[config.mk]
export PLATFORM = sky130hd
export DESIGN_NAME = rtst_front
export DESIGN_NICKNAME = d
export VERILOG_FILES = /design/src/design/rtst_pkg.sv /design/src/design/rtst_front.sv
export SDC_FILE = /design/constraint.sdc
export NUM_CORES = 1
export LEC_CHECK = 0
export BUFFER_PORTS_ARGS = -buffer_cell sky130_fd_sc_hd__buf_2
export CORE_ASPECT_RATIO = 0.7
export CORE_UTILIZATION = 46
export DETAILED_ROUTE_END_ITERATION = 10
export PLACE_DENSITY = 0.74
export SYNTH_ARGS = -nofsm -noshare
export SYNTH_HDL_FRONTEND = slang
export SYNTH_SLANG_ARGS = --single-unit
export TNS_END_PERCENT = 1
[constraint.sdc]
create_clock -name aclk -period 3.3 [get_ports aclk]
set_input_delay 0.165 -clock aclk [delete_from_list [all_inputs] [get_ports aclk]]
set_output_delay 0.165 -clock aclk [all_outputs]
set_load 0.005 [all_outputs]
[src/design/rtst_pkg.sv]
`timescale 1ns / 1ps
package rtst_pkg;

    // Table geometry
    localparam int TABLE_DEPTH = 128;
    localparam int IDX_W       = $clog2(TABLE_DEPTH);
    localparam int NF_W        = $clog2(TABLE_DEPTH + 1);

    // Field widths fixed by the interface
    localparam int SLOT_W   = 7;
    localparam int ID_W     = 32;
    localparam int COUNT_W  = 16;
    localparam int STATUS_W = 3;
    localparam int REQ_W    = 2;

    localparam logic [COUNT_W-1:0] COUNT_MAX = '1;

    // Command queue between front and back
    localparam int QUEUE_DEPTH = 2;
    localparam int QPTR_W      = $clog2(QUEUE_DEPTH);
    localparam int QCNT_W      = $clog2(QUEUE_DEPTH + 1);

    // Request type codes on the input channel
    localparam logic [REQ_W-1:0] REQ_ADD    = 2'd0;
    localparam logic [REQ_W-1:0] REQ_REMOVE = 2'd1;
    localparam logic [REQ_W-1:0] REQ_LOOKUP = 2'd2;

    typedef enum logic [1:0] {
        OP_ADD,
        OP_REMOVE,
        OP_LOOKUP
    } op_t;

    typedef enum logic [STATUS_W-1:0] {
        ST_ADDED           = 3'd0,
        ST_REUSED          = 3'd1,
        ST_FULL            = 3'd2,
        ST_DECREMENTED     = 3'd3,
        ST_FREED           = 3'd4,
        ST_IGNORED         = 3'd5,
        ST_LOOKUP_HIT      = 3'd6,
        ST_LOOKUP_FALLBACK = 3'd7
    } status_t;

    typedef enum logic [1:0] {
        BK_IDLE,
        BK_SCAN,
        BK_FETCH,
        BK_EXEC
    } back_state_t;

    // Classified request handed from front to back
    typedef struct packed {
        op_t               op;
        logic [ID_W-1:0]   id;
        logic              removable;
        logic [SLOT_W-1:0] slot;
        logic              force_free;
    } cmd_t;

    // One table entry as stored in memory
    typedef struct packed {
        logic               removable;
        logic [COUNT_W-1:0] count;
        logic [ID_W-1:0]    id;
    } entry_t;

    localparam int ENTRY_W = $bits(entry_t);

    function automatic logic [IDX_W-1:0] slot_to_idx(input logic [SLOT_W-1:0] slot);
        logic [31:0] wide;
        wide = 32'(slot);
        return wide[IDX_W-1:0];
    endfunction

    function automatic logic [SLOT_W-1:0] idx_to_slot(input logic [IDX_W-1:0] idx);
        logic [31:0] wide;
        wide = 32'(idx);
        return wide[SLOT_W-1:0];
    endfunction

    function automatic logic slot_in_range(input logic [SLOT_W-1:0] slot);
        logic [31:0] wide;
        wide = 32'(slot);
        return wide < 32'(TABLE_DEPTH);
    endfunction

endpackage

[src/design/rtst_front.sv]
`timescale 1ns / 1ps
module rtst_front import rtst_pkg::*; (
    input  logic              aclk,
    input  logic              aresetn,
    input  logic              s_valid,
    output logic              s_ready,
    input  logic [REQ_W-1:0]  s_req_type,
    input  logic [ID_W-1:0]   s_resource_id,
    input  logic              s_is_removable,
    input  logic [SLOT_W-1:0] s_slot_index,
    input  logic              s_force_free,
    output logic              q_valid,
    input  logic              q_pop,
    output cmd_t              q_cmd
);

    cmd_t              slot_reg [QUEUE_DEPTH];
    logic [QPTR_W-1:0] wr_ptr_reg, wr_ptr_next;
    logic [QPTR_W-1:0] rd_ptr_reg, rd_ptr_next;
    logic [QCNT_W-1:0] count_reg, count_next;

    cmd_t cmd_in;
    logic known;
    logic push;

    // Classify the request; reserved codes are taken and dropped
    always_comb begin
        cmd_in.id         = s_resource_id;
        cmd_in.removable  = s_is_removable;
        cmd_in.slot       = s_slot_index;
        cmd_in.force_free = s_force_free;
        cmd_in.op         = OP_ADD;
        known             = 1'b1;
        case (s_req_type)
            REQ_ADD:    cmd_in.op = OP_ADD;
            REQ_REMOVE: cmd_in.op = OP_REMOVE;
            REQ_LOOKUP: cmd_in.op = OP_LOOKUP;
            default:    known = 1'b0;
        endcase
    end

    assign s_ready = (count_reg != QCNT_W'(QUEUE_DEPTH));
    assign push    = s_valid && s_ready && known;
    assign q_valid = (count_reg != '0);
    assign q_cmd   = slot_reg[rd_ptr_reg];

    // Advance pointers and occupancy
    always_comb begin
        wr_ptr_next = wr_ptr_reg;
        rd_ptr_next = rd_ptr_reg;
        count_next  = count_reg;
        if (push) begin
            wr_ptr_next = wr_ptr_reg + QPTR_W'(1);
        end
        if (q_pop) begin
            rd_ptr_next = rd_ptr_reg + QPTR_W'(1);
        end
        if (push && !q_pop) begin
            count_next = count_reg + QCNT_W'(1);
        end else if (!push && q_pop) begin
            count_next = count_reg - QCNT_W'(1);
        end
    end

    always_ff @(posedge aclk) begin
        if (!aresetn) begin
            wr_ptr_reg <= '0;
            rd_ptr_reg <= '0;
            count_reg  <= '0;
        end else begin
            wr_ptr_reg <= wr_ptr_next;
            rd_ptr_reg <= rd_ptr_next;
            count_reg  <= count_next;
        end
    end

    // Store the classified request
    always_ff @(posedge aclk) begin
        if (push) begin
            slot_reg[wr_ptr_reg] <= cmd_in;
        end
    end

endmodule

==> flow_summary_export.csv, run 1 <==
group,metric,value,unit
cts,cts_buffer_depth,2,
drt,ant_nets,0,
logic_synthesis,syn_avg_cell_area,20.80,um2
pwr,total_power,2656,uW
logic_synthesis,async_reset_ff_share,0,%
setup_path,cp-end-kind,"primary output",
setup_path,crit_path_max_incr_delay,1010,ps
logic_synthesis,syn-num-nets,209,
finish,largest_register_ffs,86,
cts,clkTransAtPathRegs,80,ps
sta,fin_crit_sh,64.89,%
drt,routed_wl,5749,um
cts,tritoncts,"yes",
finish,final_area,4365,um2
sta,worst_slack,1159,ps
floorplan,rows,25,
setup_path,start_kind,"flop",
sta,max_freq,0.4670,GHz
cts,clock-sinks,91,
cts,cts_root_buf,"clkbuf_8",
sta,hold_viol_final,0,
logic_synthesis,yosysWarningCount,0,
drt,routedWlPerCell,15.21,um
drt,vias,1791,
logic_synthesis,synthTopCellsByArea,"edfxtp_1 (77%), mux2_2 (14%), dfxtp_1 (3.0%), buf_4 (0.90%), and2_1 (0.75%)",
drt,via_per_inst,4.738,
floorplan,start_util,48.67,%
sta,slew_headroom,29.99,%
sta,skew,7.641,ps
sta,period_needed,2141,ps
logic_synthesis,synth_edf_count,86,
logic_synthesis,yosysTopAreaCell,"edfxtp_1",
setup_path,crit_buf_inv,1,
logic_synthesis,seq_area_frac_synth,80.09,%
cts,cts.htree.levels,3,
sta,finalSetupTns,0,ps
drt,drc,0,
finish,fin_cells,378,
sta,tightest_slew,1050,ps
place,dp.cells,343,
floorplan,io_pins,92,
grt,overflow,0,
sta,drv_slew,0,
min_path,hold_path_class,"in2reg",
setup_path,crit_family,"flip-flops",
setup_path,cp_cell_sequence,"mux2_2 -> buf_2",
setup_path,cp_data_required_time,3130,ps
pwr,p_leak,0.001654,uW
logic_synthesis,syn_inst,161,
logic_synthesis,ys.flop_type,"edfxtp_1",
floorplan,die_area,7632,um2
grt,grt_pass1_vias,1770,
cts,post_cts_buffers,0,
logic_synthesis,synth_top_area_share,77.10,%
run_status,status,"completed",
place,dp_slack,1267,ps
drt,drt_iter0_drc,72,
floorplan,die_y,73.40,um
grt,antenna_found_initial,0,
logic_synthesis,yosysUniqueCellTypes,19,
job,drv_cap,0,
setup_path,cp.arrival,1980,ps
pwr,power_density,608.5,nW/um2
cts,clk_latency,340,ps
place,routabilityCongestion,0.7605,
setup_path,worstPathMaxFanout,43,
finish,nNetsFinal,328,
finish,syn_to_final_growth,30.33,%
floorplan,core-area,6882,um2
place,port_buffers,91,
pwr,peakVddDrop,0.4371,mV
grt,track_usage,15.57,%
logic_synthesis,synth.top_cells.by_count,"edfxtp_1 (86), mux2_2 (43), dfxtp_1 (5)",
finish,diodes,0,
place,postPlaceCellArea,3913,um2
grt,grt_pass1_wl,8583,um
logic_synthesis,synth_area,3349,um2
sta,setup_violations,0,
grt,grt_max_degree,44,
cts,cts_buffers,9,
setup_path,slowest_stage,"dfxtp_2",
logic_synthesis,synth_seq_cells,91,
drt,first_pass_iters,5,
floorplan,fp.dieW,104.0,um
finish,drive_gt1_share,54.23,%
logic_synthesis,synth_most_common_cell,"edfxtp_1",
sta,rsz0062_at_grt,"false",
setup_path,path_class,"reg2out",
[cells in the final DEF (no fill, tap or decap)]
cell           netlist  layout
a21boi_1             1       1
and2_1               4       3
and2_2               0       1
and3_1               1       1
buf_2                1      91
buf_4                4       2
bufinv_16            0       4
clkbuf_8             0       9
clkinv_1             0       1
clkinv_2             0       1
dfxtp_1              5       4
dfxtp_2              0       1
dlygate4sd3_1        0      20
edfxtp_1            86      86
ha_1                 1       1
inv_1                1       1
mux2_2              43      43
mux2i_1              1       1
nand2_1              2       2
nand2b_1             2       2
nor2b_1              3       2
nor2b_4              0       1
o21ai_0              1       1
or2_2                1       1
or3_1                1       1
xnor2_1              1       1
xor2_1               2       2
[metal layers]
layer | vias to the layer above | GRT usage [%] | share of wire (%)
met5 | - | 0 | 0
met4 | 0 | 4.762 | 1.0
met3 | 8 | 6.300 | 7.1
met2 | 70 | 24.00 | 45
met1 | 857 | 20.51 | 46
li1 | 856 | - | -
[power breakdown]
group | internal (uW) | switching [uW] | leakage (uW)
clock | 571 | 351 | 0.000127
combinational | 175 | 141 | 0.000689
sequential | 1370 | 45.1 | 0.000838
[metrics by stage]
step / hold slack (ps) / utilization, %
finish: 13.22 / 63.44
global route: 0.9341 / 63.44
floorplan: 263.9 / -
CTS: 0.1226 / 63.15
detailed placement: 356.6 / 56.85
global placement: 355.2 / 56.85
[final cells by class]
cell class | count | area [um2]
repair buffers | 113 | 670.6
inverters | 1 | 3.754
clock inverters | 6 | 128.9
flip-flops and latches | 91 | 2684
fillers | 548 | 2516
multi-input cells | 64 | 636.9
clock buffers | 9 | 123.9
well taps | 94 | 117.6
[path summary, 6_finish.rpt]
check                   from         endpoint  slack [ps]  cells after the start
max reg2reg     count_reg[0]  slot_reg[1][24]        1290                      4
min reg2reg     count_reg[1]     count_reg[1]         510                      2
min          s_slot_index[6]   slot_reg[1][7]          10                      1
max                     flop         q_cmd[4]        1160                      2
[cell families (layout without fill, tap and decap cells)]
family,count (synthesis),count (layout),synth area share (%)
buffers and inverters,6,129,1.158
and+or+nand+nor,14,14,2.466
adders and majority gates,1,1,0.3735
xor gates and xnor gates,3,3,0.7846
DFF,91,91,80.09
AOI/OAI and AO/OA,2,2,0.3735
muxes,44,44,14.76
[timing repair]
action	in CTS	in global routing
hold buffers	18	2
gates resized for setup	0	0
hold endpoints to repair	35	4
Note: power is estimated with default switching activity, not from simulation.
==> run 2, diff against run 1 <==
--- a/config.mk
+++ b/config.mk
@@ -5,11 +5,12 @@
 export SDC_FILE = /design/constraint.sdc
 export NUM_CORES = 1
 export LEC_CHECK = 0
+export ABC_AREA = 1
 export BUFFER_PORTS_ARGS = -buffer_cell sky130_fd_sc_hd__buf_2
 export CORE_ASPECT_RATIO = 0.7
-export CORE_UTILIZATION = 46
+export CORE_UTILIZATION = 48
 export DETAILED_ROUTE_END_ITERATION = 10
-export PLACE_DENSITY = 0.74
+export PLACE_DENSITY = 0.73
 export SYNTH_ARGS = -nofsm -noshare
 export SYNTH_HDL_FRONTEND = slang
 export SYNTH_SLANG_ARGS = --single-unit
==> constraint.sdc (replaced) <==
create_clock -name aclk -period 2.2 [get_ports aclk]
set_input_delay 0.11 -clock aclk [delete_from_list [all_inputs] [get_ports aclk]]
set_output_delay 0.11 -clock aclk [all_outputs]
set_load 0.005 [all_outputs]
==> flow_summary_export.csv, run 2 <==
group,metric,value,unit
run_status,status,"completed",
cts,clk_latency,340,ps
place,hpwl,3838,um
grt,antenna_found_initial,0,
logic_synthesis,seq_area_frac_synth,75.36,%
drt,drt_iter0_drc,136,
drt,routed_wl,6142,um
place,dp_slack,677.6,ps
drt,first_pass_iters,4,
floorplan,core-area,6944,um2
sta,worst_slack,432.6,ps
setup_path,cp-end-kind,"primary output",
drt,drc,0,
logic_synthesis,syn_inst,175,
logic_synthesis,async_reset_ff_share,0,%
finish,largest_register_ffs,86,
logic_synthesis,synth_area,3560,um2
setup_path,cp_data_required_time,2090,ps
finish,final_cell_mix,"buf_2 (91), edfxtp_1 (86), dlygate4sd3_1 (41)",
sta,hold_viol_final,0,
logic_synthesis,synth_edf_count,86,
finish,seqCellArea,2684,um2
grt,track_usage,16.63,%
floorplan,fp.dieW,104.9,um
pwr,peakVddDrop,0.5111,mV
cts,cts_root_buf,"clkbuf_8",
logic_synthesis,synth_seq_cells,91,
finish,nNetsFinal,368,
cts,clkTransAtPathRegs,80,ps
finish,diodes,0,
finish,multi_input_area,763.2,um2
logic_synthesis,ys.flop_type,"edfxtp_1",
sta,period_needed,1767,ps
grt,overflow,0,
floorplan,io_pins,92,
floorplan,die_area,7770,um2
logic_synthesis,synth_most_common_cell,"edfxtp_1",
cts,cts.htree.levels,3,
finish,syn_to_final_growth,32.72,%
logic_synthesis,yosysWarningCount,0,
logic_synthesis,synthTopCellsByArea,"edfxtp_1 (73%), mux2_4 (17%), dfxtp_1 (2.8%), buf_12 (2.2%), nand2_1 (1.2%)",
min_path,hp-start,"aresetn",
grt,grt_pass1_wl,9397,um
finish,drive_gt1_share,49.23,%
sta,finalSetupTns,0,ps
logic_synthesis,synth.top_cells.by_count,"edfxtp_1 (86), mux2_4 (40), nand2_1 (11)",
logic_synthesis,syn_avg_cell_area,20.34,um2
setup_path,r2r_slack,670,ps
logic_synthesis,yosysTopAreaCell,"edfxtp_1",
job,drv_cap,0,
drt,vias,1949,
setup_path,crit_path_max_incr_delay,500,ps
logic_synthesis,synth_top_area_share,72.55,%
setup_path,cp.arrival,1660,ps
min_path,holdPathEnd,"wr_ptr_reg",
floorplan,start_util,51.26,%
drt,routedWlPerCell,14.66,um
setup_path,slowest_stage,"dfxtp_2",
grt,grt_pass1_vias,2003,
logic_synthesis,syn-num-nets,223,
grt,grt_max_degree,25,
setup_path,cp_cell_sequence,"buf_4 -> mux2_4 -> buf_2",
finish,fillCellCount,479,
drt,via_per_inst,4.652,
min_path,hold_path_class,"in2reg",
setup_path,start_kind,"flop",
cts,tritoncts,"yes",
sta,rsz0062_at_grt,"false",
setup_path,crit_buf_inv,2,
cts,cts_buffer_depth,2,
setup_path,worstPathMaxFanout,14,
sta,slew_headroom,78.76,%
sta,drv_slew,0,
floorplan,rows,25,
min_path,hold_depth,3,
pwr,p_leak,0.001933,uW
cts,ctsResizeCount,0,
drt,ant_nets,0,
setup_path,crit_family,"flip-flops",
setup_path,worstRegToRegCells,10,
floorplan,die_y,74.05,um
cts,cts_buffers,9,
sta,timing.hold.ws,29.19,ps
setup_path,timing.rr.end,"count_reg[1]",
finish,final_common_cell,"buf_2",
sta,setup_violations,0,
cts,post_cts_buffers,0,
sta,fin_crit_sh,80.34,%
sta,max_freq,0.5658,GHz
cts,clock-sinks,91,
pwr,power_density,768.1,nW/um2
place,routabilityCongestion,0.7755,
place,port_buffers,91,
sta,skew,7.979,ps
logic_synthesis,yosysUniqueCellTypes,14,
sta,tightest_slew,318.6,ps
setup_path,path_class,"reg2out",
setup_path,r2r_start,"count_reg[0]",
## run 2: changes by cell type after synthesis, sizes merged, moves of 2 or more
cell and delta:
nand3 +2, nor2 +9, inv +9, and2 -4
nor2b -3, nand2 +9, xor2 -2, nand2b -2
## run 2: layout make-up
class,count,area share (%)
Multi-Input combinational cell,69,16.15
Inverter,10,0.7945
Sequential cell,91,56.81
Tap cell,94,2.489
Clock buffer,9,2.622
Clock inverter,7,1.430
Timing Repair Buffer,139,19.70
## run 2: layer usage
metal / vias up / share of wire, % / routed length, um / track usage, %
met5: - / 0 / 0 / 0
li1: 946 / - / - / -
met4: 0 / 0.88 / 54 / 6.103
met1: 923 / 42 / 2587 / 18.57
met2: 75 / 50 / 3082 / 30.24
met3: 5 / 6.8 / 418 / 5.872
## run 2: worst max-delay path by stage
| stage | cells past startpoint | to | start | slack (ps) |
|---|---|---|---|---|
| 5_1_grt | 3 | q_cmd[18] | flop | 350 |
| 3_5_place_dp | 5 | slot_reg[0][16] | count_reg[0] | 680 |
| 4_1_cts | 3 | q_cmd[18] | flop | 380 |
| 6_report | 3 | q_cmd[18] | flop | 430 |
| 3_3_place_gp | 5 | slot_reg[1][13] | count_reg[0] | 730 |
| 2_1_floorplan | 4 | slot_reg[0][0] | count_reg[0] | -680 |
## run 2: per-stage QoR
step / util [%] / instance area, um2 / power (uW) / instances
final: 68.04 / 4725 / 3629 / 419
after CTS: 68.04 / 4725 / 3664 / 419
after global placement: 59.37 / 4123 / 2544 / 362
after floorplan: - / 3562 / 2374 / 175
after detailed placement: 59.37 / 4123 / 2556 / 362
after global routing: 68.04 / 4725 / 3767 / 419
## run 2: report_power, final
part / total, uW / switching (uW) / internal [uW]
combinational: 509 / 222 / 287
clock: 1060 / 537 / 522
sequential: 2060 / 35.6 / 2020
## run 2: cells by family (layout without fill, tap and decap cells)
| kind of cell | Yosys count | after routing | share of synthesized area [%] |
|---|---|---|---|
| buf+inv | 15 | 165 | 3.621 |
| flops | 91 | 91 | 75.36 |
| fa+ha+maj | 1 | 1 | 0.3514 |
| simple gates | 23 | 23 | 2.566 |
| mux | 43 | 43 | 17.82 |
| compound gates | 2 | 2 | 0.2809 |
## run 2: timing repair
action / 4_1_cts / 5_1_grt
hold buffers: 41 / 0
endpoints found under the setup margin: 0 / 0
endpoints found under the hold margin: 82 / 0
## run 2: tightest hold or removal path, cell delays in order
cell and delay, ps:
buf_2 120, nand2_1 60, nor2_1 30
==> run 3, diff against run 2 <==
--- a/config.mk
+++ b/config.mk
@@ -8,9 +8,9 @@
 export ABC_AREA = 1
 export BUFFER_PORTS_ARGS = -buffer_cell sky130_fd_sc_hd__buf_2
 export CORE_ASPECT_RATIO = 0.7
-export CORE_UTILIZATION = 48
+export CORE_UTILIZATION = 47
 export DETAILED_ROUTE_END_ITERATION = 10
-export PLACE_DENSITY = 0.73
+export PLACE_DENSITY = 0.75
 export SYNTH_ARGS = -nofsm -noshare
 export SYNTH_HDL_FRONTEND = slang
 export SYNTH_SLANG_ARGS = --single-unit
==> constraint.sdc (replaced) <==
create_clock -name aclk -period 1.5 [get_ports aclk]
set_input_delay 0.075 -clock aclk [delete_from_list [all_inputs] [get_ports aclk]]
set_output_delay 0.075 -clock aclk [all_outputs]
set_load 0.005 [all_outputs]
==> flow_summary_export.csv, run 3 (synthesis gave the netlist of run 2 again) <==
group,metric,value,unit
setup_path,cp.arrival,1400,ps
min_path,hp-start,"s_req_type[0]",
drt,top_layer,"met4",
drt,drt_iter0_drc,56,
floorplan,die_area,7931,um2
finish,largest_register_ffs,86,
finish,final_cell_mix,"edfxtp_1 (86), buf_2 (64), mux2_4 (43), dlygate4sd3_1 (43), buf_6 (27)",
floorplan,rows,26,
setup_path,r2r_slack,100,ps
setup_path,cp_data_required_time,1420,ps
floorplan,io_pins,92,
grt,grt_max_degree,38,
drt,drc,0,
finish,syn_to_final_growth,41.41,%
grt,grt_pass1_wl,9535,um
finish,fin_cells,425,
pwr,p_leak,0.002036,uW
cts,cts.htree.levels,3,
floorplan,fp.dieW,106.0,um
setup_path,crit_path_max_incr_delay,400,ps
setup_path,r2r_start,"count_reg[0]",
min_path,hold_depth,2,
drt,routedWlPerCell,15.42,um
sta,tightest_slew,211.1,ps
drt,vias,2001,
finish,multi_input_area,789.5,um2
pwr,peakVddDrop,0.7175,mV
finish,fillCellCount,513,
sta,setup_violations,0,
place,port_buffers,91,
floorplan,die_y,74.81,um
sta,slew_headroom,85.87,%
setup_path,worstPathMaxFanout,19,
floorplan,core-area,7320,um2
cts,clock-sinks,91,
cts,cts_root_buf,"clkbuf_8",
sta,drv_slew,0,
drt,wl_met3,479,um
setup_path,path_class,"reg2out",
min_path,hold_path_class,"in2reg",
drt,routed_wl,6553,um
drt,first_pass_iters,5,
grt,grt_pass1_vias,1999,
setup_path,slowest_stage,"dfxtp_4",
cts,clk_latency,350,ps
grt,antenna_found_initial,0,
drt,ant_nets,0,
finish,seqCellArea,2688,um2
sta,fin_crit_sh,98.51,%
drt,wl_met1,2831,um
sta,hold_viol_final,0,
finish,diodes,0,
sta,skew,7.626,ps
floorplan,start_util,48.63,%
sta,timing.hold.ws,46.63,ps
sta,max_freq,0.6768,GHz
sta,period_needed,1478,ps
grt,overflow,0,
run_status,status,"completed",
finish,final_common_cell,"edfxtp_1",
job,drv_cap,0,
cts,cts_buffer_depth,2,
cts,clkTransAtPathRegs,80,ps
drt,wl_met2,3184,um
setup_path,cp-end-kind,"primary output",
grt,track_usage,16.80,%
sta,rsz0062_at_grt,"true",
setup_path,start_kind,"flop",
drt,via_per_inst,4.708,
finish,drive_gt1_share,49.24,%
finish,nNetsFinal,370,
setup_path,timing.rr.end,"count_reg[1]",
pwr,total_power,5646,uW
place,routabilityCongestion,0.7184,
cts,tritoncts,"yes",
min_path,holdPathEnd,"slot_reg[1][42]",
place,hpwl,4093,um
setup_path,cp_cell_sequence,"buf_12 -> mux2_4 -> buf_6",
place,dp.cells,365,
setup_path,worstRegToRegCells,10,
cts,cts_buffers,9,
pwr,power_density,1122,nW/um2
[run 3: cell count changes in the layout (fill, tap and decap cells not counted), sizes merged]
cell         change
clkbuf           +3
clkinv           -2
dlygate4sd3      +2
buf              -1
bufinv           +1
inv              -1
[run 3: worst max-delay path by stage]
stage | to | slack (ps) | cells after the start
floorplan | slot_reg[1][0] | -150 | 4
global placement | count_reg[1] | 220 | 10
detailed placement | count_reg[1] | 120 | 10
CTS | q_cmd[34] | -2 | 3
global route | q_cmd[38] | -40 | 3
finish | q_cmd[38] | 20 | 3
[run 3: layout make-up]
class,count,area share (%)
clock inverters,5,1.541
clock buffers,11,2.610
inverters,10,0.7457
multi-input cells,69,15.68
well taps,98,2.436
flip-flops and latches,91,53.39
repair buffers,141,23.59
[run 3: through the flow]
| step | setup TNS [ps] | utilization (%) | instance area, um2 | setup slack [ps] |
|---|---|---|---|---|
| after floorplan | -11770 | - | 3591 | -153.4 |
| after detailed placement | 0 | 57.20 | 4187 | 115.6 |
| after global routing | -427.3 | 68.77 | 5034 | -35.36 |
| final | 0 | 68.77 | 5034 | 22.42 |
| after global placement | 0 | 57.20 | 4187 | 222.1 |
| after CTS | -2.880 | 66.38 | 4858 | -2.120 |
[run 3: report_power, final]
| group | switching (uW) | internal (uW) |
|---|---|---|
| sequential | 52.7 | 2970 |
| clock | 773 | 934 |
| combinational | 368 | 548 |
| total | 1190 | 4450 |
[run 3: per-layer routing]
| layer | track usage (%) | up-vias |
|---|---|---|
| met5 | 0 | - |
| met1 | 20.48 | 968 |
| met2 | 27.45 | 77 |
| met4 | 5.864 | 0 |
| met3 | 7.186 | 8 |
| li1 | - | 948 |
[run 3: critical path, delay by kind of cell (launching register included)]
kind | cells | cell delay, ps
mux | 1 | 340
buf+inv | 2 | 320
flops | 1 | 400
[run 3: timing repair]
| action | 4_1_cts | 5_1_grt |
|---|---|---|
| endpoints found under the setup margin | 16 | 27 |
| hold endpoints to repair | 85 | 0 |
| gates resized for setup | 7 | 24 |
| hold buffers | 43 | 0 |
| cloned | 0 | 1 |
| buffers inserted | 0 | 0 |
